$ cat config.mk
export PLATFORM = sky130hd
export DESIGN_NAME = psu_recon
export DESIGN_NICKNAME = d
export VERILOG_FILES = /design/src/sv/psu_pkg.sv /design/src/sv/psu_recon.sv
export SDC_FILE = /design/constraint.sdc
export NUM_CORES = 1
export LEC_CHECK = 0
export BUFFER_PORTS_ARGS = -buffer_cell sky130_fd_sc_hd__buf_2
export CAP_MARGIN = 20
export CORE_ASPECT_RATIO = 2
export CORE_MARGIN = 5
export CORE_UTILIZATION = 36
export DETAILED_ROUTE_END_ITERATION = 12
export PLACE_DENSITY = 0.53
export SYNTH_ARGS = -nofsm -noshare
export SYNTH_HDL_FRONTEND = slang
export SYNTH_SLANG_ARGS = --single-unit
$ cat constraint.sdc
create_clock -name vclk -period 23.7
set_input_delay 4.74 -clock vclk [all_inputs]
set_output_delay 4.74 -clock vclk [all_outputs]
set_load 0.05 [all_outputs]
$ cat src/sv/psu_pkg.sv
package psu_pkg;

    localparam int MAX_ROW_BYTES = 8192;
    localparam int ADDR_W        = $clog2(MAX_ROW_BYTES);
    localparam int COL_W         = $clog2(MAX_ROW_BYTES + 1);

    localparam int ROW_BYTES_W = 14;
    localparam int BPP_W       = 3;
    localparam int CFG_IDX_W   = 1;
    localparam int CFG_DATA_W  = 14;

    localparam int FIFO_DEPTH = 4;
    localparam int FIFO_AW    = $clog2(FIFO_DEPTH);
    localparam int FIFO_CW    = FIFO_AW + 1;

    localparam int MAX_BPP = 4;

    // Filter codes carried by the first byte of every row.
    localparam logic [2:0] FILT_NONE  = 3'd0;
    localparam logic [2:0] FILT_SUB   = 3'd1;
    localparam logic [2:0] FILT_UP    = 3'd2;
    localparam logic [2:0] FILT_AVG   = 3'd3;
    localparam logic [2:0] FILT_PAETH = 3'd4;

    // Configuration register indexes.
    localparam logic [CFG_IDX_W-1:0] CFG_ROW_BYTES = 1'b0;
    localparam logic [CFG_IDX_W-1:0] CFG_BPP       = 1'b1;

    typedef struct packed {
        logic [7:0] pixel_byte;
        logic       row_end;
        logic       filter_error;
    } result_t;

endpackage

$ cat src/sv/psu_recon.sv
module psu_recon
(
    input  logic [7:0] raw_byte,
    input  logic [2:0] filter_kind,
    input  logic [7:0] left_byte,
    input  logic [7:0] above_byte,
    input  logic [7:0] above_left_byte,
    output logic [7:0] pixel_byte
);

    logic signed [9:0] d_bc;
    logic signed [9:0] d_ac;
    logic signed [9:0] d_sum;
    logic [9:0]        pa;
    logic [9:0]        pb;
    logic [9:0]        pc;
    logic [8:0]        avg_sum;
    logic [7:0]        paeth;

    // With p = a + b - c the three distances reduce to |b-c|, |a-c| and |a+b-2c|.
    always_comb
    begin
        d_bc    = $signed({2'b00, above_byte}) - $signed({2'b00, above_left_byte});
        d_ac    = $signed({2'b00, left_byte}) - $signed({2'b00, above_left_byte});
        d_sum   = d_bc + d_ac;
        pa      = (d_bc < 0) ? 10'(-d_bc) : 10'(d_bc);
        pb      = (d_ac < 0) ? 10'(-d_ac) : 10'(d_ac);
        pc      = (d_sum < 0) ? 10'(-d_sum) : 10'(d_sum);
        avg_sum = {1'b0, left_byte} + {1'b0, above_byte};

        priority if (pa <= pb && pa <= pc)
            paeth = left_byte;
        else if (pb <= pc)
            paeth = above_byte;
        else
            paeth = above_left_byte;

        unique case (filter_kind)
            psu_pkg::FILT_NONE:  pixel_byte = raw_byte;
            psu_pkg::FILT_SUB:   pixel_byte = raw_byte + left_byte;
            psu_pkg::FILT_UP:    pixel_byte = raw_byte + above_byte;
            psu_pkg::FILT_AVG:   pixel_byte = raw_byte + avg_sum[8:1];
            psu_pkg::FILT_PAETH: pixel_byte = raw_byte + paeth;
            default:             pixel_byte = raw_byte;
        endcase
    end

endmodule

==> summary.md <==
| Metric | Value |
|---|---|
| CLK BUF | 0 |
| Combinational share of power | 1.000 |
| Critical path class | in2out |
| Max cap viols | 0 |
| Nets@finish | 602 |
| Worst-Margin Slew | 0.763 ns |
| RSZ-0062 raised after global routing | false |
| GRT Util Overall | 0.189 |
| Hold_ws | 9.90 ns |
| Leakage | 1.80 nW |
| Via count | 3464 |
| Layout cells sized above 1 | 0.138 |
| Most frequent cells in the layout | 68 x ha_1, 43 x buf_2, 42 x a21oi_1 |
| Final Setup Violations | 0 |
| # Post-CTS Setup Buffers | 0 |
| Status | complete, no violations |
| Seq_cells | 0 |
| CP max FO | 10 |
| Avg Inst Size Synth | about 7.5 um^2 |
| Ratio of final minimum period to clock period | 0.733 |
| Final Hold Vio Count | 0 |
| Post-synthesis mux area share | 0.0227 |
| Fin crit period | 17.37 ns |
| Slowest-stage cell, CP | xnor2_1 |
| Initial antenna violation count | 0 |
| CP Data Arrival Time | approximately 13 ns |
| Vias in the first global route | 3645 |
| PwrDens | 76.3 nW/um^2 |
| First-pass GRT wire length | 17100 um |
| Cell total after placement | 595 |
| Post-route DRC | 0 |
| CP max stage delay | 0.46 ns |
| Origin of the worst setup path | above_byte[0] |
| Ant diodes | 0 |
| Total wire length | ~11000 um |
| Vias per cell | 5.81 |
| Critical Path RT | approximately 19 ns |
| Routed Antenna Nets | 0 |
| Most common cell after layout, fill and taps aside | ha_1 |
| Critical Path End Type | output port |
| Worst path buffer plus inverter count | 5 |
| Wire length per cell | approximately 18 um |
| Ports | 43 |
| Fmax | between 50 and 60 MHz |
| Post-route insts no fill | between 500 and 600 |
| Max-slew headroom | 0.492 |
| Die H | 147 um |
| Port bufs | 43 |
| Largest delay share family, worst path | compound AO/OA/AOI/OAI gates |
| Number of distinct library cells after synthesis | 64 |
| Die area | around 12000 um^2 |
| Post-synthesis simple-gate area fraction | 0.195 |
| # hold bufs at CTS | 0 |
| Hold Crit Endpoint | pixel_byte[4] |
| Placer congestion estimate | 0.937 |
| Sw Share | 0.595 |
| Post-synthesis compound-gate area fraction | 0.330 |
| Core area | 9260 um^2 |
| Largest family of logic cells by synthesized area | compound AO/OA/AOI/OAI gates |
| Total Power | 0.000283 W |
| Adder-Cell Fraction of Synth Area | 0.286 |
| Post-synthesis sequential area ratio | 0 |
| Initial core utilization | 0.364 |
| Hold path depth | 4 |
| Worst Min Path Start | raw_byte[4] |
| Clock power share | 0 |
| Post-CTS sizing | 0 |
| Setup TNS | 0 ns |
| Overflow after GRT | 0 |
| CP Launch Type | input pin |
| Syn. warnings | 0 |
| Fillers | a little over 1000 |
| 1st-iter DRT viols | about 100 |
| DRT Pass-1 Iters | 4 |
| Max-slew violation count | 0 |
| Register area | 0 um^2 |
| Pin count of the biggest net entering global routing | 16 |
| Post-Synth XOR/XNOR Area | 0.118 |
| Design Area, Final | roughly 3700 um^2 |
| Critical Path Stages | 34 |
| Sequential Power Share | 0 |
| Post-synthesis cell count | 452 |
| Die Width | 78.4 um |
| Most used cell along the critical path | a21oi_1 |
| P_int | 0.000115 W |
| Net switching power | between 0.00015 and 0.0002 W |
| Post-synthesis instance area | 3370 um^2 |
| Placed cell area | 3700 um^2 |
| Hold Path Class | in2out |
| Site row count | 50 |
| Max rail drop VDD | 0.0233 mV |
| Hpwl dp | approximately 10000 um |
| Area growth syn-to-layout | 10.1% |
[layer usage]
layer,global-route usage,up-vias,part of all wire
met5,0,-,0
met3,0.00675,42,0.021
met2,0.411,82,0.59
li1,-,1749,-
met4,0.142,0,0.094
met1,0.142,1591,0.30
[layout make-up]
cell class                 count  area, um^2  share of cell area
inverter                      35         131              0.0354
multi-input combinational    412        3220               0.867
timing repair buffer          45         230              0.0620
tap                          104         130              0.0351
[power groups by stage]
| stage | clock network, W | registers (W) | logic, W |
|---|---|---|---|
| 2_1_floorplan | 0 | 0 | 0.000211 |
| 3_3_place_gp | 0 | 0 | 0.000275 |
| 3_5_place_dp | 0 | 0 | 0.000282 |
| 4_1_cts | 0 | 0 | 0.000284 |
| 5_1_grt | 0 | 0 | 0.000316 |
| 6_report | 0 | 0 | 0.000283 |
[through the flow]
step	setup WS (ns)	util
finish	6.33	0.401
detailed placement	6.26	0.400
global placement	6.38	0.400
CTS	6.26	0.400
floorplan	7.24	-
global route	5.65	0.401
[tightest hold or removal path, stage by stage]
cell     delay (ns)
buf_2          0.10
nand2_1        0.05
o21ai_0        0.06
buf_2          0.21
[cells in the mapped netlist, types with 5 or more instances]
master / n / area share
a21o_1: 16 / 0.036
a21oi_1: 42 / 0.062
a31oi_1: 5 / 0.0093
clkbuf_1: 7 / 0.0078
fa_1: 5 / 0.030
ha_1: 68 / 0.25
inv_1: 35 / 0.039
mux2_2: 5 / 0.017
nand2_1: 26 / 0.029
nand2b_1: 8 / 0.015
nand3_1: 6 / 0.0089
nand4_1: 5 / 0.0093
nor2_1: 34 / 0.038
nor2b_1: 9 / 0.017
nor3_1: 6 / 0.0089
o21a_1: 15 / 0.033
o21ai_0: 27 / 0.040
o22a_1: 5 / 0.013
o22ai_1: 7 / 0.013
or3_1: 5 / 0.0093
xnor2_1: 24 / 0.062
xor2_1: 17 / 0.044
[worst max path at each step]
stage | end
after global routing | pixel_byte[7]
after global placement | pixel_byte[7]
after detailed placement | pixel_byte[7]
after CTS | pixel_byte[7]
final | pixel_byte[7]
after floorplan | pixel_byte[6]
[kinds of logic after synthesis]
group | Yosys count
XOR/XNOR | 43
multiplexers | 7
AO/OA/AOI/OAI | 159
adder cells (fa/ha/maj) | 74
AND/OR/NAND/NOR | 125
buffers and inverters | 42
other | 2
Note: power is estimated with default switching activity, not from simulation.
