`config.mk`:
```
export PLATFORM = sky130hd
export DESIGN_NAME = psu_out_fifo
export DESIGN_NICKNAME = d
export VERILOG_FILES = /design/src/sv/psu_pkg.sv /design/src/sv/psu_out_fifo.sv
export SDC_FILE = /design/constraint.sdc
export NUM_CORES = 1
export LEC_CHECK = 0
export BUFFER_PORTS_ARGS = -buffer_cell sky130_fd_sc_hd__clkbuf_2
export CAP_MARGIN = 20
export CORE_UTILIZATION = 59
export CTS_BUF_LIST = sky130_fd_sc_hd__clkbuf_4 sky130_fd_sc_hd__clkbuf_8 sky130_fd_sc_hd__clkbuf_16
export CTS_CLUSTER_SIZE = 8
export DETAILED_ROUTE_END_ITERATION = 16
export GPL_ROUTABILITY_DRIVEN = 0
export PLACE_DENSITY = 0.86
export SLEW_MARGIN = 40
export SYNTH_ARGS = -nofsm -noshare
export SYNTH_HDL_FRONTEND = slang
export SYNTH_SLANG_ARGS = --single-unit
```
`constraint.sdc`:
```
create_clock -name clk -period 5.6 [get_ports clk]
set_clock_uncertainty 0.2 [all_clocks]
set_input_delay 1.12 -clock clk [delete_from_list [all_inputs] [get_ports clk]]
set_output_delay 1.12 -clock clk [all_outputs]
set_load 0.03 [all_outputs]
```
`src/sv/psu_pkg.sv`:
```
package psu_pkg;

    localparam int MAX_ROW_BYTES = 8192;
    localparam int ADDR_W        = $clog2(MAX_ROW_BYTES);
    localparam int COL_W         = $clog2(MAX_ROW_BYTES + 1);

    localparam int ROW_BYTES_W = 14;
    localparam int BPP_W       = 3;
    localparam int CFG_IDX_W   = 1;
    localparam int CFG_DATA_W  = 14;

    localparam int FIFO_DEPTH = 4;
    localparam int FIFO_AW    = $clog2(FIFO_DEPTH);
    localparam int FIFO_CW    = FIFO_AW + 1;

    localparam int MAX_BPP = 4;

    // Filter codes carried by the first byte of every row.
    localparam logic [2:0] FILT_NONE  = 3'd0;
    localparam logic [2:0] FILT_SUB   = 3'd1;
    localparam logic [2:0] FILT_UP    = 3'd2;
    localparam logic [2:0] FILT_AVG   = 3'd3;
    localparam logic [2:0] FILT_PAETH = 3'd4;

    // Configuration register indexes.
    localparam logic [CFG_IDX_W-1:0] CFG_ROW_BYTES = 1'b0;
    localparam logic [CFG_IDX_W-1:0] CFG_BPP       = 1'b1;

    typedef struct packed {
        logic [7:0] pixel_byte;
        logic       row_end;
        logic       filter_error;
    } result_t;

endpackage

```
`src/sv/psu_out_fifo.sv`:
```
module psu_out_fifo
(
    input  logic                             clk,
    input  logic                             rst_n,
    input  logic                             push,
    input  psu_pkg::result_t                 push_data,
    input  logic                             pop,
    output logic                             out_valid,
    output psu_pkg::result_t                 out_data,
    output logic [psu_pkg::FIFO_CW-1:0]      count
);

    psu_pkg::result_t                  entry_reg [psu_pkg::FIFO_DEPTH];
    logic [psu_pkg::FIFO_AW-1:0]       head_reg;
    logic [psu_pkg::FIFO_AW-1:0]       head_next;
    logic [psu_pkg::FIFO_AW-1:0]       tail_reg;
    logic [psu_pkg::FIFO_AW-1:0]       tail_next;
    logic [psu_pkg::FIFO_CW-1:0]       count_reg;
    logic [psu_pkg::FIFO_CW-1:0]       count_next;
    logic                              do_pop;

    assign out_valid = (count_reg != '0);
    assign out_data  = entry_reg[head_reg];
    assign count     = count_reg;
    assign do_pop    = pop && out_valid;

    always_comb
    begin
        head_next  = do_pop ? head_reg + 1'b1 : head_reg;
        tail_next  = push ? tail_reg + 1'b1 : tail_reg;
        count_next = count_reg + psu_pkg::FIFO_CW'(push) - psu_pkg::FIFO_CW'(do_pop);
    end

    always_ff @(posedge clk or negedge rst_n)
    begin
        if (!rst_n)
        begin
            head_reg  <= '0;
            tail_reg  <= '0;
            count_reg <= '0;
        end
        else
        begin
            head_reg  <= head_next;
            tail_reg  <= tail_next;
            count_reg <= count_next;
        end
    end

    always_ff @(posedge clk)
    begin
        if (push)
            entry_reg[tail_reg] <= push_data;
    end

`ifndef SYNTHESIS
    a_no_overflow: assert property (@(posedge clk) disable iff (!rst_n)
        (push && !do_pop) |-> (count_reg < psu_pkg::FIFO_CW'(psu_pkg::FIFO_DEPTH)))
        else $error("result queue overflow");
`endif

endmodule

```
==> flow_results.org, run 1 <==
** Worst setup path
- List of cells traversed by the critical path :: mux4_1 > clkbuf_2
- WP data arrival :: 1.96 ns
- Type of the setup path with the least slack :: flip-flop to output port
- STA classifies the critical path startpoint as a flip-flop.
- Buffers & Inverters on Critical Path :: 1
- STA classifies the critical path endpoint as an output port.
- Delay-heaviest family, CP :: flip-flops
- Of all nets on the critical path, the largest fanout is 12.
- Worst path required time :: 4.28 ns
- Cell at the slowest stage of the critical path :: sky130_fd_sc_hd__dfrtp_1
- For this run, the slowest stage of the critical path takes 0.79 ns.

** GRT
- Across every metal layer, demand over resource in global routing totals 19.14%.
- Number of antenna violations at the first check in global routing :: 0
- Met1 track demand over resource :: 25.16%
- For met3 alone, demand over resource in global routing was 4.688%.
- met2 is the most crowded layer.
- In the global route stage, met2 resource usage came out at 31.53%.
- The number of global-route vias before repair came to 921.
- Entering global routing, the biggest net connects 17 pins.
- The first global-routing pass estimated 4395 µm of wire.
- For this run the aggregate overflow at the end of global routing stands at 0.

** CTS
- Longest Clk Path Bufs :: 2
- Count of buffers added by post-CTS timing repair for setup :: 0
- At the later pin of the worst-skew pair, clock insertion delay measures 0.35 ns.
- Clock-pin slew was measured on the worst setup and hold paths at 0.13 ns.
- Once the clock tree was built, the resizer swapped 0 gates to a different size.
- Hold repair after CTS inserted 0 buffers.
- Clock net sink count :: 47
- CTS root buf :: sky130_fd_sc_hd__clkbuf_4
- CTS built an H-tree with a depth of 2.
- TritonCTS clock tree :: yes
- Buffers inserted during clock tree synthesis total 5.

** Detailed routing
- The routed design has 2814 µm of wire.
- After detailed routing, the number of vias per cell comes to 5.787.
- Number of vias in the routed layout :: 868
- Antenna-violating nets left :: 0
- The detailed router finished its first iteration with 43 violations.
- Routed WL per cell :: 18.76 µm
- For this run, design rule violations remaining after detail routing come to 1.
- Detailed-routing iteration count for the pre-antenna-repair pass :: 10

** STA
- Setup repair after global routing left no endpoint under its margin.
- In the finished design, the share of the clock period the worst path needs comes to 58.60%.
- After routing, the total negative slack on setup checks comes to 0 ns.
- Pin slew with the least headroom to its limit :: 0.6584 ns
- Peak Freq :: 0.3047 GHz
- Final critical-path required period :: 3.282 ns
- The final number of hold-violating endpoints was 0.
- Setup violations remaining at the end of the flow were counted as 0.
- Count of final max-slew check failures :: 0
- The worst pin sits at a relative slew slack of 56.11%.

** Layout
- Core Util, Final :: 73.11%
- The net count of the finished layout is 139.
- The finished layout holds 150 standard cells, fillers aside.
- Antenna diode count :: 0
- From synthesis to final layout, the design area changed by 13.09%.
- The register with the most flip-flops in the layout has 40 of them.
- Layout filler cell count :: 173
- Share of final-layout standard cells stronger than drive strength 1 :: 36.13%
- Summing all flip-flop and latch instances after layout gives 1376 µm².
- Multi-input gate area in the final layout :: 429.2 µm²

** Yosys
- Counting every instance in the synthesized netlist gives 86.
- Counting flops and latches in the post-synthesis netlist gives 47.
- Post-synth cell types :: 17
- Syn Std Cell Area :: 1844 µm²
- Sequential element share of the synthesized area :: 74.63%
- Synthesis Warnings :: 0
- Average cell area after synthesis :: 21.44 µm²
- Synthesis produced a netlist with a net count of 107.

** Die
- Die Height :: 57.91 µm
- In this run the count of I/O pins placed on the die edge is 28.
- The floorplan step defined a core boundary enclosing 2853 µm².
- Die width :: 57.91 µm
- Once the floorplan was initialized, standard cells occupied 64.65% of the core.
- After floorplanning, the core was divided into 19 placement rows.
- The die covers 3354 µm².

** Place
- Placed cells :: 142
- Once detailed placement completed, the half-perimeter wirelength came to 1943 µm.
- Port buffering added 27 buffers.

** Run
- Max-cap violation count :: 0

** Pwr
- Static Leakage :: 0.0007916 µW
- IR analysis of the VDD net gives a maximum drop of 292.0 µV.
- Power density over cell area :: 550.5 nW/µm²

** Run status
- The final reports fail on design-rule violations.
- The flow ran to the end, but the final reports show violations.

** Hold path
- The path class of the tightest hold or removal check is flip-flop to flip-flop.
==> layout by cell type, fill, tap and decap left out, drive strengths merged <==
master    synthesis  layout
dfrtp             7       7
bufinv            0       1
or3               1       1
o31a              1       1
edfxtp           40      40
o311ai            1       1
xor2              2       2
nand2             1       1
fa                1       1
and2              4       4
xnor2             3       3
inv               6       7
clkinvlp          0       1
o21ai             1       1
clkbuf            0      32
mux4             10      10
ha                6       6
==> cell usage after synthesis <==
library cell               instances  area [µm²]
sky130_fd_sc_hd__buf_2             1       5.000
sky130_fd_sc_hd__inv_1             6       22.52
sky130_fd_sc_hd__dfrtp_1           7       175.2
sky130_fd_sc_hd__fa_1              1       20.02
sky130_fd_sc_hd__mux4_1            2       52.55
sky130_fd_sc_hd__mux4_2            8       180.2
sky130_fd_sc_hd__edfxtp_1         40        1201
sky130_fd_sc_hd__buf_6             1       11.26
sky130_fd_sc_hd__or3_1             1       6.260
sky130_fd_sc_hd__xnor2_1           3       26.28
sky130_fd_sc_hd__nand2_1           1       3.750
sky130_fd_sc_hd__o31a_1            1       8.760
sky130_fd_sc_hd__o311ai_0          1       8.760
sky130_fd_sc_hd__and2_1            4       25.02
sky130_fd_sc_hd__o21ai_0           1       5.000
sky130_fd_sc_hd__ha_1              6       75.07
sky130_fd_sc_hd__xor2_1            2       17.52
==> power by group <==
group | internal, µW | switching (µW)
sequential | 468 | 71.7
clock | 95.5 | 109
combinational | 163 | 242
==> routing by layer <==
metal | up-vias | wire length [µm]
li1 | 400 | -
met1 | 440 | 1132
met2 | 23 | 1523
met3 | 5 | 110
met4 | 0 | 47
met5 | - | 0
==> stage by stage <==
step / cell area (µm²) / power (µW) / hold slack (ns) / worst slack, ns
finish: 2086 / 1148 / 0.3521 / 2.318
global route: 2086 / 1208 / 0.3598 / 2.184
CTS: 2086 / 1162 / 0.3565 / 2.263
detailed placement: 2002 / 959.0 / 0.3315 / 2.677
global placement: 2002 / 932.8 / 0.3075 / 2.677
floorplan: 1844 / 848.3 / 0.2936 / 2.939
==> cells by family after synthesis <==
family	synth area share, %
flops	74.63
buf+inv	2.103
mux	12.62
fa+ha+maj	5.156
compound gates	1.221
simple gates	1.899
xor+xnor	2.375
==> worst reg2reg max path, cell delays in order, from the launching register on <==
cell and delay, ns:
sky130_fd_sc_hd__dfrtp_1 0.44, sky130_fd_sc_hd__o31a_1 0.34, sky130_fd_sc_hd__ha_1 0.28, sky130_fd_sc_hd__inv_1 0.04, sky130_fd_sc_hd__ha_1 0.19, sky130_fd_sc_hd__fa_1 0.39
sky130_fd_sc_hd__xnor2_1 0.18, sky130_fd_sc_hd__xnor2_1 0.14
==> cell type report <==
class                           count  area share, %
Multi-Input combinational cell     31          20.58
Sequential cell                    47          65.99
Inverter                            6          1.080
Timing Repair Buffer               27          6.479
Tap cell                           31          1.860
Clock inverter                      3          2.220
Clock buffer                        5          1.800
==> path summary, 6_finish.rpt <==
kind	from	end	slack (ns)	cells after the start
max in group asynchronous	rst_n	head_reg[0]$_DFFE_PN0P_	4.66	1
setup / recovery	head_reg[0]$_DFFE_PN0P_	out_data[9]	2.32	2
hold / removal	tail_reg[0]$_DFFE_PN0P_	tail_reg[0]$_DFFE_PN0P_	0.35	1
setup reg to reg	count[1]$_DFF_PN0_	count[2]$_DFF_PN0_	3.34	7
hold reg to reg	tail_reg[0]$_DFFE_PN0P_	tail_reg[0]$_DFFE_PN0P_	0.35	1
min in group asynchronous	rst_n	count[1]$_DFF_PN0_	0.37	1
(Power assumes the default switching activity.)
==> run 2: changes to the inputs <==
CORE_UTILIZATION = 49   (was 59)
PLACE_DENSITY = 0.77   (was 0.86)
clock period = 2.7 ns   (was 5.6 ns; I/O delays follow)
==> run 2 against run 1 <==
Effect of this change:
- the run now ends clean
- wire length decreased by 3.9%
- hold slack got worse by 0.087 ns
- cell area rose by 3.2%
- critical path type unchanged
- highest routed layer unchanged
==> flow_results.org, run 2 (synthesis gave the netlist of run 1 again) <==
** Detailed routing
- Initial DRC Count :: 36 (-16%)
- The number of iterations in the first detailed-routing pass is 4 (-6).
- The routed length per placed instance was 16.09 µm (-14%).
- Antenna-violating nets left :: 0 (unchanged)
- Number of vias in the routed layout :: 861 (-0.81%)
- Remaining routing DRC violations :: 0 (-1)
- Routed vias/inst :: 5.125 (-11%)
- The sum of routed wire length over all layers was 2703 µm (-3.9%).

** STA
- Hold violation total from the final report :: 0 (unchanged)
- Unrepaired setup endpoints after global routing :: no
- Final critical-path required period :: 2.344 ns
- Final period utilization :: 86.82%
- The slew at the pin with the worst max-slew slack came to 0.5323 ns (-0.1261 ns).
- Remaining max-slew budget at the tightest pin :: 64.51% (+8.4 points)
- The number of slew-limit violations in the final report is 0 (unchanged).
- Setup_tns :: 0 ns (unchanged)
- The count of endpoints failing setup in the final report was 0 (unchanged).
- Static timing analysis puts the maximum clock frequency at 0.4266 GHz.

** Layout
- The count of antenna diodes in the layout was 0 (unchanged).
- The post-route core utilization is 62.09% (-11 points).
- The library cells used most frequently in the layout, excluding fill and tap cells, are 40 x sky130_fd_sc_hd__edfxtp_1, 27 x sky130_fd_sc_hd__clkbuf_2, 8 x sky130_fd_sc_hd__mux4_2.
- Max reg flops :: 40 (unchanged)
- The share of layout cells above drive strength 1 is 36.07% (-0.069 points).
- Area overhead of the layout relative to synthesis :: 16.76%
- The flip-flop and latch area came to 1376 µm² (unchanged).
- Net count of the finished layout :: 142 (+2.2%)
- Most common cell after layout, fill and taps aside :: sky130_fd_sc_hd__edfxtp_1
- Layout filler cell count :: 274 (+58%)
- Multi-input gate area in the final layout :: 429.2 µm² (unchanged)

** Worst setup path
- Traced cell by cell, the critical path runs through buf_4 > mux4_1 > clkbuf_2.
- Endpoint kind of the worst setup timing path :: output port
- The worst setup slack for register-to-register paths was 0.41 ns (-2.93 ns).
- The worst setup path is of the flip-flop to output port kind.
- Delay of the slowest cell on the worst path :: 0.58 ns (-0.21 ns)
- Critical path launch point type :: flip-flop
- Total number of cells along the worst setup path :: 3 (+1)
- Worst path required time :: 1.96 ns (-2.32 ns)
- The maximum fanout along the worst path is 6 (-6).
- WP data arrival :: 1.60 ns (-0.36 ns)
- The kind of cell with the highest combined delay along the critical path is multiplexers.
- Buffers & Inverters on Critical Path :: 2 (+1)
- The slowest stage of the critical path belongs to the cell sky130_fd_sc_hd__mux4_1.
- The path depth of the worst reg2reg path was 7 (unchanged).

** Die
- Number of I/O pins :: 28 (unchanged)
- The initial core utilization is 53.17% (-11 points).
- The core outline area was 3468 µm² (+22%).
- Area of the die :: 4013 µm² (+20%)
- Die Height :: 63.35 µm (+9.4%)
- The horizontal die dimension is 63.35 µm (+9.4%).
- The number of standard-cell rows in the floorplan was 21 (+2).

** Place
- The number of buffers added on ports is 27 (unchanged).
- Post-DP HPWL :: 1880 µm (-3.2%)

** CTS
- The number of cells upsized or downsized after cts was 0 (unchanged).
- The maximum root-to-sink buffer count was 2 (unchanged).
- The number of H-tree branching levels was 2 (unchanged).
- Clock latency of the later-clocked register in the worst-skew pair :: 0.29 ns (-0.06 ns)
- Register clock-pin slew on the reported worst setup and hold paths :: 0.08 ns (-0.05 ns)
- In this run the clock root is driven by a sky130_fd_sc_hd__clkbuf_8.
- Total clock buffers created by CTS :: 5 (unchanged)
- TritonCTS built the clock tree.
- The number of sinks on the clock net was 47 (unchanged).

** GRT
- Number of global-route vias before repair :: 928 (+0.76%)
- The wire length of the first global-routing pass was 4257 µm (-3.1%).
- The pin count of the biggest net entering global routing was 15 (-2).
- Overflow left after global routing :: 0 (unchanged)
- The number of antenna violations at the first check in global routing is 0 (unchanged).
- Overall global routing resource usage :: 15.39% (-3.7 points)

** Hold path
- Class of the tightest hold or removal check :: input pin to flip-flop
- Hold-critical path depth :: 1 (unchanged)

** Pwr
- The switching share of power was 35.19% (-1.6 points).
- The portion of total power attributed to sequential cells came to 43.5% (-3.5 points).
- The share of total power in combinational logic came to 36.8% (+1.6 points).
- The peak supply drop is 569.3 µV (+95%).
- The share of total power in the clock network is 19.7% (+1.9 points).
- The power per cell area is 1146 nW/µm² (+110%).
- Internal power :: 1600 µW (+120%)
- Switching power :: 868.6 µW (+110%)
- The static leakage was 0.0008191 µW (+3.5%).

** Run
- The count of max-cap constraint violations is 0 (unchanged).

** Run status
- The flow ran to the end, and the final reports show no timing, DRC or antenna violations.
==> run 2: changes by cell type in the layout (fill, tap and decap cells not counted) <==
cell / before / now
sky130_fd_sc_hd__clkbuf_8: 0 / 5
sky130_fd_sc_hd__clkinvlp_4: 1 / 0
sky130_fd_sc_hd__buf_4: 0 / 2
sky130_fd_sc_hd__dlygate4sd3_1: 0 / 1
sky130_fd_sc_hd__clkbuf_4: 5 / 0
sky130_fd_sc_hd__inv_6: 1 / 0
sky130_fd_sc_hd__clkinv_2: 0 / 1
sky130_fd_sc_hd__clkinv_1: 0 / 1
==> run 2: layer usage <==
metal	vias up	GRT usage [%]	part of all wire, %
li1	404	-	-
met1	430	16.67	41
met2	22	27.26	53
met3	5	3.261	4.1
met4	0	9.375	1.9
met5	-	0	0
==> run 2: timing repair <==
item                                    in CTS  in global routing
setup buffers                                0                  0
hold endpoints to repair                     7                  0
hold buffers                                 1                  0
endpoints found under the setup margin       0                  0
==> run 2: layout make-up <==
type | count | share of cell area, %
sequential | 47 | 63.92
clock buffer | 5 | 3.196
inverter | 6 | 1.046
timing repair buffer | 30 | 7.438
tap | 46 | 2.673
multi-input combinational | 31 | 19.93
clock inverter | 3 | 1.801
==> run 2: worst paths after layout <==
kind                                        endpoint               startpoint
hold / removal             entry_reg[3][2]$_DFFE_PP_             push_data[2]
max in group asynchronous    head_reg[1]$_DFFE_PN0P_                    rst_n
hold reg to reg              tail_reg[0]$_DFFE_PN0P_  tail_reg[0]$_DFFE_PN0P_
setup / recovery                         out_data[9]  head_reg[0]$_DFFE_PN0P_
setup reg to reg                  count[2]$_DFF_PN0_       count[0]$_DFF_PN0_
min in group asynchronous         count[2]$_DFF_PN0_                    rst_n
==> run 2: power groups by stage <==
stage / clock [µW] / sequential (µW) / combinational [µW]
floorplan: 0 / 1090 / 668
global route: 521 / 1090 / 983
CTS: 492 / 1080 / 930
detailed placement: 0 / 1090 / 926
global placement: 0 / 1080 / 893
finish: 485 / 1070 / 909
==> run 2: metrics by stage <==
step	area, µm²	hold slack, ns	cells	power [µW]	setup WS (ns)
after global routing	2153	0.2569	168	2597	0.2523
after global placement	2036	0.1814	159	1971	0.5217
after detailed placement	2036	0.1827	159	2018	0.4043
after floorplan	1844	0.04441	86	1760	0.4107
final	2153	0.2649	168	2468	0.3558
after CTS	2153	0.2567	168	2498	0.3264
==> run 2: worst reg2reg max path: cells and delay by family (launching register included) <==
family	cells	cell delay, ns
adder cells (fa/ha/maj)	3	0.88
XOR/XNOR	2	0.33
buffers and inverters	1	0.04
flip-flops	1	0.42
AO/OA/AOI/OAI	1	0.34
